[src/hdl/ptt_pkg.sv]
// Package: shared constants, codes and controller/datapath command types.
`timescale 1ns / 1ps
package ptt_pkg;
  localparam int unsigned SlotsDef = 16;
  localparam int unsigned TimeW = 48;
  localparam logic [31:0] TimeoutRst = 32'd5000;

  localparam logic [2:0] CmdAlloc   = 3'd0;
  localparam logic [2:0] CmdFind    = 3'd1;
  localparam logic [2:0] CmdSet     = 3'd2;
  localparam logic [2:0] CmdRelease = 3'd3;
  localparam logic [2:0] CmdSweep   = 3'd4;

  localparam logic [1:0] RcOk      = 2'd0;
  localparam logic [1:0] RcFull    = 2'd1;
  localparam logic [1:0] RcMiss    = 2'd2;
  localparam logic [1:0] RcNotBusy = 2'd3;

  // controller -> datapath
  typedef struct packed {
    logic capture;  // latch input word
    logic start;    // load walk cursor from busy head, clear expired count
    logic restart;  // reload walk cursor from busy head, keep expired count
    logic step;     // advance cursor to next_link
    logic tally;    // sweep count pass: cursor entry expired
    logic do_alloc;
    logic do_set;
    logic do_free_slot; // release addressed slot
    logic do_free_cur;  // sweep: free entry at cursor
    logic emit;         // load output register
    logic [1:0] code;
    logic use_cur;      // output carries cursor entry data
    logic use_slot;     // output carries addressed slot
    logic drop;
    logic last;
  } ptt_cmd_t;

  // datapath -> controller
  typedef struct packed {
    logic [2:0] command;
    logic full;
    logic slot_ok;
    logic cur_valid;  // cursor names a slot and walk budget left
    logic match;
    logic expired;
    logic any_drop;   // expired entries still to be reported
    logic last_drop;  // exactly one expired entry left
    logic out_busy;
  } ptt_stat_t;
endpackage

[src/hdl/ptt_datapath.sv]
// Datapath: entry stores, link lists, walk cursor and output register.
`timescale 1ns / 1ps
module ptt_datapath
  import ptt_pkg::*;
#(
  parameter int unsigned SLOTS = SlotsDef
) (
  input  logic                 clk_i,
  input  logic                 rst_ni,
  input  ptt_cmd_t             cmd_i,
  output ptt_stat_t            stat_o,
  input  logic                 cfg_valid,
  input  logic [31:0]          cfg_data,
  input  logic [2:0]           command_i,
  input  logic [3:0]           slot_i,
  input  logic [1:0]           entry_status_i,
  input  logic [31:0]          sender_addr_i,
  input  logic [31:0]          receiver_addr_i,
  input  logic [31:0]          amount_in_i,
  input  logic [TimeW-1:0]     now_ms_i,
  output logic                 out_valid,
  input  logic                 out_ready,
  output logic [1:0]           result_code_o,
  output logic [3:0]           slot_out_o,
  output logic                 dropped_o,
  output logic [31:0]          sender_out_o,
  output logic [31:0]          receiver_out_o,
  output logic [31:0]          amount_out_o,
  output logic [4:0]           free_count_o,
  output logic                 last_o
);
  localparam int unsigned IW = $clog2(SLOTS);
  localparam int unsigned LW = $clog2(SLOTS + 1);
  localparam logic [LW-1:0] NoneL = LW'(SLOTS);

  logic [1:0]        st_mem [SLOTS];
  logic [31:0]       snd_mem [SLOTS];
  logic [31:0]       rcv_mem [SLOTS];
  logic [31:0]       amt_mem [SLOTS];
  logic [TimeW-1:0]  cre_mem [SLOTS];
  logic [LW-1:0]     next_q [SLOTS];
  logic [LW-1:0]     prev_q [SLOTS];
  logic [SLOTS-1:0]  busy_q;
  logic [LW-1:0]     bhead_q, ihead_q, cur_q;
  logic [LW-1:0]     icount_q, steps_q;
  logic [LW-1:0]     exp_cnt_q;
  logic [31:0]       timeout_q;

  logic [2:0]        c_cmd_q;
  logic [3:0]        c_slot_q;
  logic [1:0]        c_st_q;
  logic [31:0]       c_snd_q, c_rcv_q, c_amt_q;
  logic [TimeW-1:0]  c_now_q;

  logic [IW-1:0]     cur_ix, slot_ix, ihead_ix;
  logic [TimeW-1:0]  age;
  logic              slot_in_range;

  assign cur_ix   = cur_q[IW-1:0];
  assign ihead_ix = ihead_q[IW-1:0];
  assign slot_in_range = ({{(32-4){1'b0}}, c_slot_q} < 32'(SLOTS));
  assign slot_ix  = IW'(c_slot_q);
  assign age      = c_now_q - cre_mem[cur_ix];

  assign stat_o.command   = c_cmd_q;
  assign stat_o.full      = (icount_q == '0) || (ihead_q >= NoneL);
  assign stat_o.slot_ok   = slot_in_range && busy_q[slot_ix];
  assign stat_o.cur_valid = (cur_q < NoneL) && (steps_q < NoneL);
  assign stat_o.match     = (st_mem[cur_ix] == c_st_q) && (snd_mem[cur_ix] == c_snd_q)
                            && (rcv_mem[cur_ix] == c_rcv_q);
  assign stat_o.expired   = age > {{(TimeW-32){1'b0}}, timeout_q};
  assign stat_o.out_busy  = out_valid;
  assign stat_o.any_drop  = (exp_cnt_q != '0);
  assign stat_o.last_drop = (exp_cnt_q == LW'(1));

  // unlink/push target: addressed slot or cursor
  logic [IW-1:0] fx;
  logic          do_free;
  assign do_free = cmd_i.do_free_slot | cmd_i.do_free_cur;
  assign fx      = cmd_i.do_free_cur ? cur_ix : slot_ix;

  always_ff @(posedge clk_i) begin
    if (cmd_i.capture) begin
      c_cmd_q  <= command_i;
      c_slot_q <= slot_i;
      c_st_q   <= entry_status_i;
      c_snd_q  <= sender_addr_i;
      c_rcv_q  <= receiver_addr_i;
      c_amt_q  <= amount_in_i;
      c_now_q  <= now_ms_i;
    end
    if (cmd_i.do_alloc) begin
      st_mem[ihead_ix]  <= c_st_q;
      snd_mem[ihead_ix] <= c_snd_q;
      rcv_mem[ihead_ix] <= c_rcv_q;
      amt_mem[ihead_ix] <= c_amt_q;
      cre_mem[ihead_ix] <= c_now_q;
    end
    if (cmd_i.do_set) st_mem[slot_ix] <= c_st_q;
  end

  always_ff @(posedge clk_i or negedge rst_ni) begin
    if (!rst_ni) begin
      for (int i = 0; i < SLOTS; i++) begin
        next_q[i] <= LW'(i + 1);
        prev_q[i] <= (i == 0) ? NoneL : LW'(i - 1);
      end
      busy_q     <= '0;
      bhead_q    <= NoneL;
      ihead_q    <= '0;
      icount_q   <= NoneL;
      cur_q      <= NoneL;
      steps_q    <= '0;
      timeout_q  <= TimeoutRst;
      exp_cnt_q  <= '0;
    end else begin
      if (cfg_valid) timeout_q <= cfg_data;
      if (cmd_i.start) begin
        cur_q     <= bhead_q;
        steps_q   <= '0;
        exp_cnt_q <= '0;
      end
      if (cmd_i.restart) begin
        cur_q   <= bhead_q;
        steps_q <= '0;
      end
      if (cmd_i.step) begin
        cur_q   <= next_q[cur_ix];
        steps_q <= steps_q + 1'b1;
      end
      if (cmd_i.tally) exp_cnt_q <= exp_cnt_q + 1'b1;
      if (cmd_i.do_free_cur) exp_cnt_q <= exp_cnt_q - 1'b1;
      if (cmd_i.do_alloc) begin
        // unlink idle head (its prev is none), push onto busy list
        automatic logic [LW-1:0] n = next_q[ihead_ix];
        ihead_q <= n;
        if (n < NoneL) prev_q[n[IW-1:0]] <= NoneL;
        prev_q[ihead_ix] <= NoneL;
        next_q[ihead_ix] <= bhead_q;
        if (bhead_q < NoneL) prev_q[bhead_q[IW-1:0]] <= ihead_q;
        bhead_q  <= ihead_q;
        icount_q <= icount_q - 1'b1;
        busy_q[ihead_ix] <= 1'b1;
      end
      if (do_free) begin
        automatic logic [LW-1:0] n = next_q[fx];
        automatic logic [LW-1:0] p = prev_q[fx];
        automatic logic [LW-1:0] bh = bhead_q;
        if (p >= NoneL) bh = n;
        else next_q[p[IW-1:0]] <= n;
        if (n < NoneL) prev_q[n[IW-1:0]] <= p;
        bhead_q <= bh;
        prev_q[fx] <= NoneL;
        next_q[fx] <= ihead_q;
        if (ihead_q < NoneL) prev_q[ihead_ix] <= LW'(fx);
        ihead_q  <= LW'(fx);
        icount_q <= icount_q + 1'b1;
        busy_q[fx] <= 1'b0;
      end
    end
  end

  // output register; a sweep report carries the idle count after the whole sweep
  logic [4:0] cnt_after;
  always_comb begin
    cnt_after = 5'(icount_q);
    if (cmd_i.do_alloc) cnt_after = cnt_after - 5'd1;
    if (cmd_i.do_free_slot) cnt_after = cnt_after + 5'd1;
    if (cmd_i.do_free_cur) cnt_after = 5'(icount_q) + 5'(exp_cnt_q);
  end

  always_ff @(posedge clk_i or negedge rst_ni) begin
    if (!rst_ni) begin
      out_valid <= 1'b0;
    end else if (cmd_i.emit) begin
      out_valid <= 1'b1;
    end else if (out_ready) begin
      out_valid <= 1'b0;
    end
  end

  always_ff @(posedge clk_i) begin
    if (cmd_i.emit) begin
      result_code_o  <= cmd_i.code;
      slot_out_o     <= cmd_i.use_cur ? 4'(cur_ix) :
                        cmd_i.use_slot ? c_slot_q :
                        cmd_i.do_alloc ? 4'(ihead_ix) : 4'd0;
      dropped_o      <= cmd_i.drop;
      sender_out_o   <= cmd_i.use_cur ? snd_mem[cur_ix] : 32'd0;
      receiver_out_o <= cmd_i.use_cur ? rcv_mem[cur_ix] : 32'd0;
      amount_out_o   <= cmd_i.use_cur ? amt_mem[cur_ix] : 32'd0;
      free_count_o   <= cnt_after;
      last_o         <= cmd_i.last;
    end
  end

  assert property (@(posedge clk_i) disable iff (!rst_ni)
    cmd_i.do_alloc |-> !busy_q[ihead_ix])
    else $error("allocating a busy slot");
  assert property (@(posedge clk_i) disable iff (!rst_ni)
    cmd_i.do_free_cur |-> busy_q[cur_ix])
    else $error("sweep freeing an idle slot");
  assert property (@(posedge clk_i) disable iff (!rst_ni)
    icount_q <= NoneL)
    else $error("idle count overflow");
  assert property (@(posedge clk_i) disable iff (!rst_ni)
    cmd_i.emit |-> !out_valid || out_ready)
    else $error("output overwritten");
endmodule

[src/hdl/ptt_ctrl.sv]
// Controller: sequences each command word over the datapath.
`timescale 1ns / 1ps
module ptt_ctrl
  import ptt_pkg::*;
(
  input  logic      clk_i,
  input  logic      rst_ni,
  input  logic      in_valid,
  output logic      in_ready,
  input  ptt_stat_t stat_i,
  output ptt_cmd_t  cmd_o
);
  localparam logic [2:0] SIdle  = 3'd0;
  localparam logic [2:0] SExec  = 3'd1;
  localparam logic [2:0] SFind  = 3'd2;
  localparam logic [2:0] SSweep = 3'd3;
  localparam logic [2:0] SWait  = 3'd4;
  localparam logic [2:0] SDrop  = 3'd5;

  logic [2:0] state_q, state_d;
  logic       free_out;
  assign free_out = !stat_i.out_busy;  // out reg empty or being drained this cycle is
                                       // not assumed; wait for empty
  assign in_ready = (state_q == SIdle);

  always_comb begin
    cmd_o   = '0;
    state_d = state_q;
    unique case (state_q)
      SIdle: if (in_valid) begin
        cmd_o.capture = 1'b1;
        state_d = SExec;
      end
      SExec: if (free_out) begin
        unique case (stat_i.command) inside
          CmdAlloc: begin
            cmd_o.emit = 1'b1; cmd_o.last = 1'b1;
            if (stat_i.full) cmd_o.code = RcFull;
            else cmd_o.do_alloc = 1'b1;
            state_d = SWait;
          end
          CmdFind: begin
            cmd_o.start = 1'b1; state_d = SFind;
          end
          CmdSet, CmdRelease: begin
            cmd_o.emit = 1'b1; cmd_o.last = 1'b1; cmd_o.use_slot = 1'b1;
            if (!stat_i.slot_ok) cmd_o.code = RcNotBusy;
            else if (stat_i.command == CmdSet) cmd_o.do_set = 1'b1;
            else cmd_o.do_free_slot = 1'b1;
            state_d = SWait;
          end
          CmdSweep: begin
            cmd_o.start = 1'b1; state_d = SSweep;
          end
          default: begin
            cmd_o.emit = 1'b1; cmd_o.last = 1'b1; state_d = SWait;
          end
        endcase
      end
      SFind: begin
        if (!stat_i.cur_valid) begin
          cmd_o.emit = 1'b1; cmd_o.last = 1'b1; cmd_o.code = RcMiss;
          state_d = SWait;
        end else if (stat_i.match) begin
          cmd_o.emit = 1'b1; cmd_o.last = 1'b1; cmd_o.use_cur = 1'b1;
          state_d = SWait;
        end else begin
          cmd_o.step = 1'b1;
        end
      end
      SSweep: begin
        // count pass: every report must carry the final idle count and the
        // last flag, so the expired entries are counted before any is freed
        if (!stat_i.cur_valid) begin
          if (!stat_i.any_drop) begin
            if (free_out) begin
              cmd_o.emit = 1'b1; cmd_o.last = 1'b1; state_d = SWait;
            end
          end else begin
            cmd_o.restart = 1'b1; state_d = SDrop;
          end
        end else begin
          cmd_o.step  = 1'b1;
          cmd_o.tally = stat_i.expired;
        end
      end
      SDrop: begin
        // drop pass: same walk order, freeing and reporting each expired entry
        if (!stat_i.cur_valid) begin
          state_d = SWait;
        end else if (!stat_i.expired) begin
          cmd_o.step = 1'b1;
        end else if (free_out) begin
          cmd_o.emit = 1'b1; cmd_o.use_cur = 1'b1; cmd_o.drop = 1'b1;
          cmd_o.do_free_cur = 1'b1; cmd_o.step = 1'b1;
          cmd_o.last = stat_i.last_drop;
          if (stat_i.last_drop) state_d = SWait;
        end
      end
      SWait: if (free_out) state_d = SIdle;
      default: state_d = SIdle;
    endcase
  end

  always_ff @(posedge clk_i or negedge rst_ni) begin
    if (!rst_ni) state_q <= SIdle;
    else state_q <= state_d;
  end

  assert property (@(posedge clk_i) disable iff (!rst_ni)
    cmd_o.capture |=> state_q == SExec)
    else $error("capture not followed by execute");
  assert property (@(posedge clk_i) disable iff (!rst_ni)
    (cmd_o.do_alloc || cmd_o.do_set) |-> cmd_o.emit && cmd_o.last)
    else $error("single result command without final word");
  assert property (@(posedge clk_i) disable iff (!rst_ni)
    cmd_o.do_free_cur |-> cmd_o.emit && cmd_o.step)
    else $error("sweep drop without report");
endmodule

[src/hdl/pending_transaction_table_core.sv]
// Top level: pending transaction table with free-slot stack and timeout sweep.
`timescale 1ns / 1ps
// Usage:
//  Input channel (in_valid/in_ready) takes one command word: allocate, find,
//  set status, release or sweep, with its slot, status, addresses, amount
//  and current time. Output channel (out_valid/out_ready) returns result
//  words; the final word of a command has last_o set.
//  Configuration channel (cfg_valid/cfg_ready) writes the 32-bit timeout;
//  write it only while the table is idle.
//  Sequence: a word is captured while idle and executed once the output
//  register is empty; each result word is held in the output register.
//  Allocate, set and release return one word each. Find walks the busy
//  list one entry per cycle. Sweep walks the list twice, first counting
//  expired entries, then freeing and reporting them; each drop waits for
//  the output register to empty. Find and sweep share the single walk
//  cursor through next_link. A sweep with no expired entry reports one
//  word that is zero but for the idle count and last_o. When the receiver
//  stalls, the controller holds its place until the output register
//  empties.
//  Reset: timeout 5000, every slot idle, free stack 0,1,2,... from slot 0.
module pending_transaction_table_core
  import ptt_pkg::*;
#(
  parameter int unsigned SLOTS = SlotsDef
) (
  input  logic             clk_i,
  input  logic             rst_ni,
  input  logic             in_valid,
  output logic             in_ready,
  input  logic [2:0]       command_i,
  input  logic [3:0]       slot_i,
  input  logic [1:0]       entry_status_i,
  input  logic [31:0]      sender_addr_i,
  input  logic [31:0]      receiver_addr_i,
  input  logic [31:0]      amount_in_i,
  input  logic [TimeW-1:0] now_ms_i,
  input  logic             cfg_valid,
  output logic             cfg_ready,
  input  logic [31:0]      cfg_data,
  output logic             out_valid,
  input  logic             out_ready,
  output logic [1:0]       result_code_o,
  output logic [3:0]       slot_out_o,
  output logic             dropped_o,
  output logic [31:0]      sender_out_o,
  output logic [31:0]      receiver_out_o,
  output logic [31:0]      amount_out_o,
  output logic [4:0]       free_count_o,
  output logic             last_o
);
  ptt_cmd_t  cmd;
  ptt_stat_t stat;

  // timeout register always writable
  assign cfg_ready = 1'b1;

  ptt_ctrl u_ctrl (
    .clk_i, .rst_ni, .in_valid, .in_ready,
    .stat_i(stat), .cmd_o(cmd)
  );

  ptt_datapath #(.SLOTS(SLOTS)) u_dp (
    .clk_i, .rst_ni, .cmd_i(cmd), .stat_o(stat),
    .cfg_valid, .cfg_data,
    .command_i, .slot_i, .entry_status_i, .sender_addr_i, .receiver_addr_i,
    .amount_in_i, .now_ms_i,
    .out_valid, .out_ready,
    .result_code_o, .slot_out_o, .dropped_o, .sender_out_o, .receiver_out_o,
    .amount_out_o, .free_count_o, .last_o
  );
endmodule
[config.mk]
export PLATFORM = sky130hd
export DESIGN_NAME = pending_transaction_table_core
export DESIGN_NICKNAME = d
export VERILOG_FILES = /design/src/hdl/ptt_pkg.sv /design/src/hdl/ptt_datapath.sv /design/src/hdl/ptt_ctrl.sv /design/src/hdl/pending_transaction_table_core.sv
export SDC_FILE = /design/constraint.sdc
export NUM_CORES = 2
export LEC_CHECK = 0
export ABC_CLOCK_PERIOD_IN_PS = 13900
export BUFFER_PORTS_ARGS = -buffer_cell sky130_fd_sc_hd__buf_2
export CORE_ASPECT_RATIO = 0.9
export CORE_MARGIN = 5
export CORE_UTILIZATION = 56
export DETAILED_ROUTE_END_ITERATION = 8
export GPL_TIMING_DRIVEN = 0
export PLACE_DENSITY = 0.77
export REMOVE_ABC_BUFFERS = 1
export SYNTH_ARGS = -nofsm -noshare
export SYNTH_HDL_FRONTEND = slang
export SYNTH_SLANG_ARGS = --single-unit
[constraint.sdc]
create_clock -name clk_i -period 13.9 [get_ports clk_i]
set_input_delay 0 -clock clk_i [delete_from_list [all_inputs] [get_ports clk_i]]
set_output_delay 0 -clock clk_i [all_outputs]
set_load 0.05 [all_outputs]
==> results.md <==
* Outcome: complete, but fails checks
* Clock sink total at 2840
* Clk root buf: clkbuf_16
* Initial Utilization at 56.18%
* Post-DRT Antenna Nets at 0
* HPWL after detailed placement at 205.7 mm
* Final WS setup at 0.4412 ns
* Register area share after synthesis at 71.00%
* Worst Skew at 0.08193 ns
* Slew @ Worst Pin at 1.606 ns
* Largest net degree at the start of global routing at 88
* Synth top area share at 65.82%
* CTS max path bufs at 4
* Cells after Synth at 6491
* Post-Route Setup TNS at 0 ns
* Period minus WS final at 13.46 ns
* Initial antenna violation count at 8
* Drt wl/cell at 32.78 µm
* Full die area at 0.2210 mm²
* Fill count at 13270
* GP Congestion at 0.9683
* Max stage delay on crit path at 1.14 ns
* Syn Std Cell Area at 0.1185 mm²
* Arr. time, crit path at 14.18 ns
* Post-Syn Area per Cell at 18.26 µm²
* Top cells by area, synth: edfxtp_1 66%, mux4_2 15%, dfrtp_1 3.6%, dfstp_2 1.6%, nand2_1 1.1%
* Total wire length at 343.4 mm
* Final worst-path cycle share at 96.83%
* Yosys reg bits at 2840
* IO buf count at 300
* DRC viols at 9
* Fin. max-slew vios at 28
* Biggest area consumer among synthesized cells: edfxtp_1
* Clock slew at reported path FFs at 0.06 ns
* Syn-to-layout area delta at 19.14%
* Crit Path Max Fanout at 39
* Initial DRT Pass Iterations at 9
* Drt via density at 6.817
* CTS tree: yes
* CP Class: flop to flop
* VDD IR max at 0.1701 mV
* Pwr dens at 217.5 mW/mm²
* Final setup violation count at 0
* Clock Latency Late Sink at 0.96 ns
* Maxcap violations at 1
* Most used cell, CP: buf_16
* Yosys Warn Count at 0
* Crit. End Element: flop
* Vias post-DR at 71400
* Final Instance Area at 0.1412 mm²
* Remaining global-route overflow at 0
* Num rows at 160
* Synth async-reset ratio at 8.521%
* Crit start category: flop
* Core ar. at 0.2110 mm²
* CP max-delay cell: nor3_1
* Leakage at 47.24 nW
* Violated checks: DRC, capacitance limit, slew limit
* Worst rel slew slack at -7.059%
* Dpl cell area at 0.1274 mm²
* Die H at 446.5 µm
* Fmax at 0.07430 GHz
* Chip width at 495.0 µm
* RSZ-0062 raised after global routing: no
* Worst hold path class: input pin to flop
* Pre-CTS setup slack at 0.5204 ns
* Overall power at 30.71 mW
* EDFF count, synth at 2598
* First-pass GRT wire length at 500.2 mm
* Initial DRC Count at 11190
* Final-stage net count at 7703
* Share of layout cells above drive strength 1 at 25.26%
* Synth cell types at 94
* Final hold violations at 0
* CP required at 14.62 ns
* Total GRT Usage at 31.06%
* Top FF cell, synth: edfxtp_1
* Number of global-route vias before repair at 72410
* H-tree levels at 5
* Total CTS buffers at 298
* Top-Level Pins at 302
==> cell usage in the layout (no fill, tap or decap), types with 60 or more instances in the layout <==
master,count
edfxtp_1,2598
mux4_2,766
dlygate4sd3_1,437
nand2_1,337
clkbuf_16,307
nor2_1,300
buf_2,299
a21oi_1,240
o21ai_0,222
dfrtp_1,164
inv_1,114
and2_1,107
mux2i_1,98
buf_12,94
ha_1,91
a221oi_1,75
buf_16,75
dfstp_2,70
buf_6,69
nand3_1,65
clkbuf_1,64
xor2_1,60
==> sequential cells by signal (all words and copies together) (netlist names), 16 cells and up <==
name	flops
u_dp.cre_mem	768
u_dp.amt_mem	512
u_dp.rcv_mem	512
u_dp.snd_mem	512
u_dp.next_q	80
u_dp.prev_q	80
u_dp.c_now_q	48
u_dp.amount_out_o	32
u_dp.c_amt_q	32
u_dp.c_rcv_q	32
u_dp.c_snd_q	32
u_dp.receiver_out_o	32
u_dp.sender_out_o	32
u_dp.st_mem	32
u_dp.timeout_q	32
u_dp.busy_q	16
==> layer usage <==
layer	track usage [%]	routed length (µm)	vias to the layer above
met3	6.458	38560	925
met5	0.2198	80	-
met4	11.30	14340	4
met2	48.97	163600	5573
li1	-	-	28400
met1	43.64	126900	36500
==> path summary, 6_finish.rpt <==
kind / from / end / slack, ns / cells past startpoint
worst max-delay path: u_dp.cur_q[0]$_DFFE_PN0P_ / u_dp.next_q[21]$_DFF_PN0_ / 0.44 / 32
max in group asynchronous: rst_ni / u_dp.prev_q[13]$_DFF_PN1_ / 12.58 / 5
worst min register to register: u_dp.busy_q[0]$_DFF_PN0_ / u_dp.busy_q[0]$_DFF_PN0_ / 0.50 / 1
worst min-delay path: in_valid / u_dp.c_cmd_q[1]$_DFFE_PP_ / 0.20 / 3
worst max register to register: u_dp.cur_q[0]$_DFFE_PN0P_ / u_dp.next_q[21]$_DFF_PN0_ / 0.44 / 32
min in group asynchronous: rst_ni / u_dp.timeout_q[3]$_DFFE_PN1P_ / 0.34 / 3
==> power by group <==
| part | leakage, nW | internal (mW) | switching [mW] | total [mW] |
|---|---|---|---|---|
| registers | 26.4 | 10.4 | 1.06 | 11.5 |
| clock network | 4.57 | 4.55 | 3.27 | 7.82 |
| logic | 16.3 | 4.80 | 6.58 | 11.4 |
==> synth_stat cells, types with 16 or more instances <==
library cell,instances
nor4_1,27
xnor2_1,57
ha_1,91
o211ai_1,21
o41ai_1,16
a41oi_1,19
and2_1,108
o21a_1,25
o22ai_1,28
o21ai_0,227
a221oi_1,75
a211oi_1,23
nor2b_1,34
nor3_1,55
nand2b_1,21
edfxtp_1,2598
clkbuf_1,247
a21oi_1,240
mux4_2,766
nand4_1,40
nor2_1,316
and3_1,19
buf_1,74
dfstp_2,70
a221o_1,27
inv_1,114
o221ai_1,37
buf_2,43
nand3_1,67
a22oi_1,56
mux2i_1,100
mux2_2,32
a31oi_1,23
dfrtp_1,172
xor2_1,60
a22o_1,31
nand2_1,337
==> layout make-up <==
cell class / count / area, µm² / area share [%]
Clock inverter: 134 / 1321 / 0.9356
Antenna cell: 2 / 5.005 / 0.003544
Clock buffer: 383 / 8088 / 5.727
Sequential cell: 2840 / 84180 / 59.61
Timing Repair Buffer: 999 / 10920 / 7.730
Inverter: 115 / 434.2 / 0.3074
Tap cell: 2835 / 3547 / 2.512
Multi-Input combinational cell: 3166 / 32740 / 23.18
==> critical path, delay by kind of cell (launching register included) <==
family,cells,cell delay [ns]
flip-flops,1,0.71
AND/OR/NAND/NOR,11,5.28
XOR/XNOR,1,0.09
buffers and inverters,5,1.36
multiplexers,2,1.10
adder cells (fa/ha/maj),2,0.71
AO/OA/AOI/OAI,11,3.85
==> logic make-up (layout without fill, tap and decap cells) <==
| logic type | Yosys count | after routing | share of synthesized area (%) |
|---|---|---|---|
| XOR/XNOR | 117 | 117 | 0.8645 |
| AND/OR/NAND/NOR | 1088 | 1088 | 4.386 |
| adder cells (fa/ha/maj) | 93 | 93 | 0.9943 |
| buffers and inverters | 485 | 1631 | 1.612 |
| other | 1 | 3 | 0.003164 |
| AO/OA/AOI/OAI | 967 | 967 | 5.411 |
| multiplexers | 900 | 900 | 15.73 |
| flip-flops | 2840 | 2840 | 71.00 |
==> what timing repair did <==
| action | CTS | global route |
|---|---|---|
| hold endpoints to repair | 407 | 0 |
| resized for setup | 0 | 5 |
| hold buffers | 438 | 0 |
| buffers inserted | 0 | 1 |
| endpoints found under the setup margin | 0 | 106 |
==> stage by stage <==
step / hold slack (ns) / utilization (%) / std cells
after floorplan: -0.2956 / - / 6121
after global placement: 0.1771 / 57.87 / 9256
after detailed placement: 0.06240 / 60.36 / 9516
after CTS: 0.1403 / 66.91 / 10470
after global routing: 0.1813 / 66.93 / 10470
final: 0.1952 / 66.93 / 10470
(Power assumes the default switching activity.)
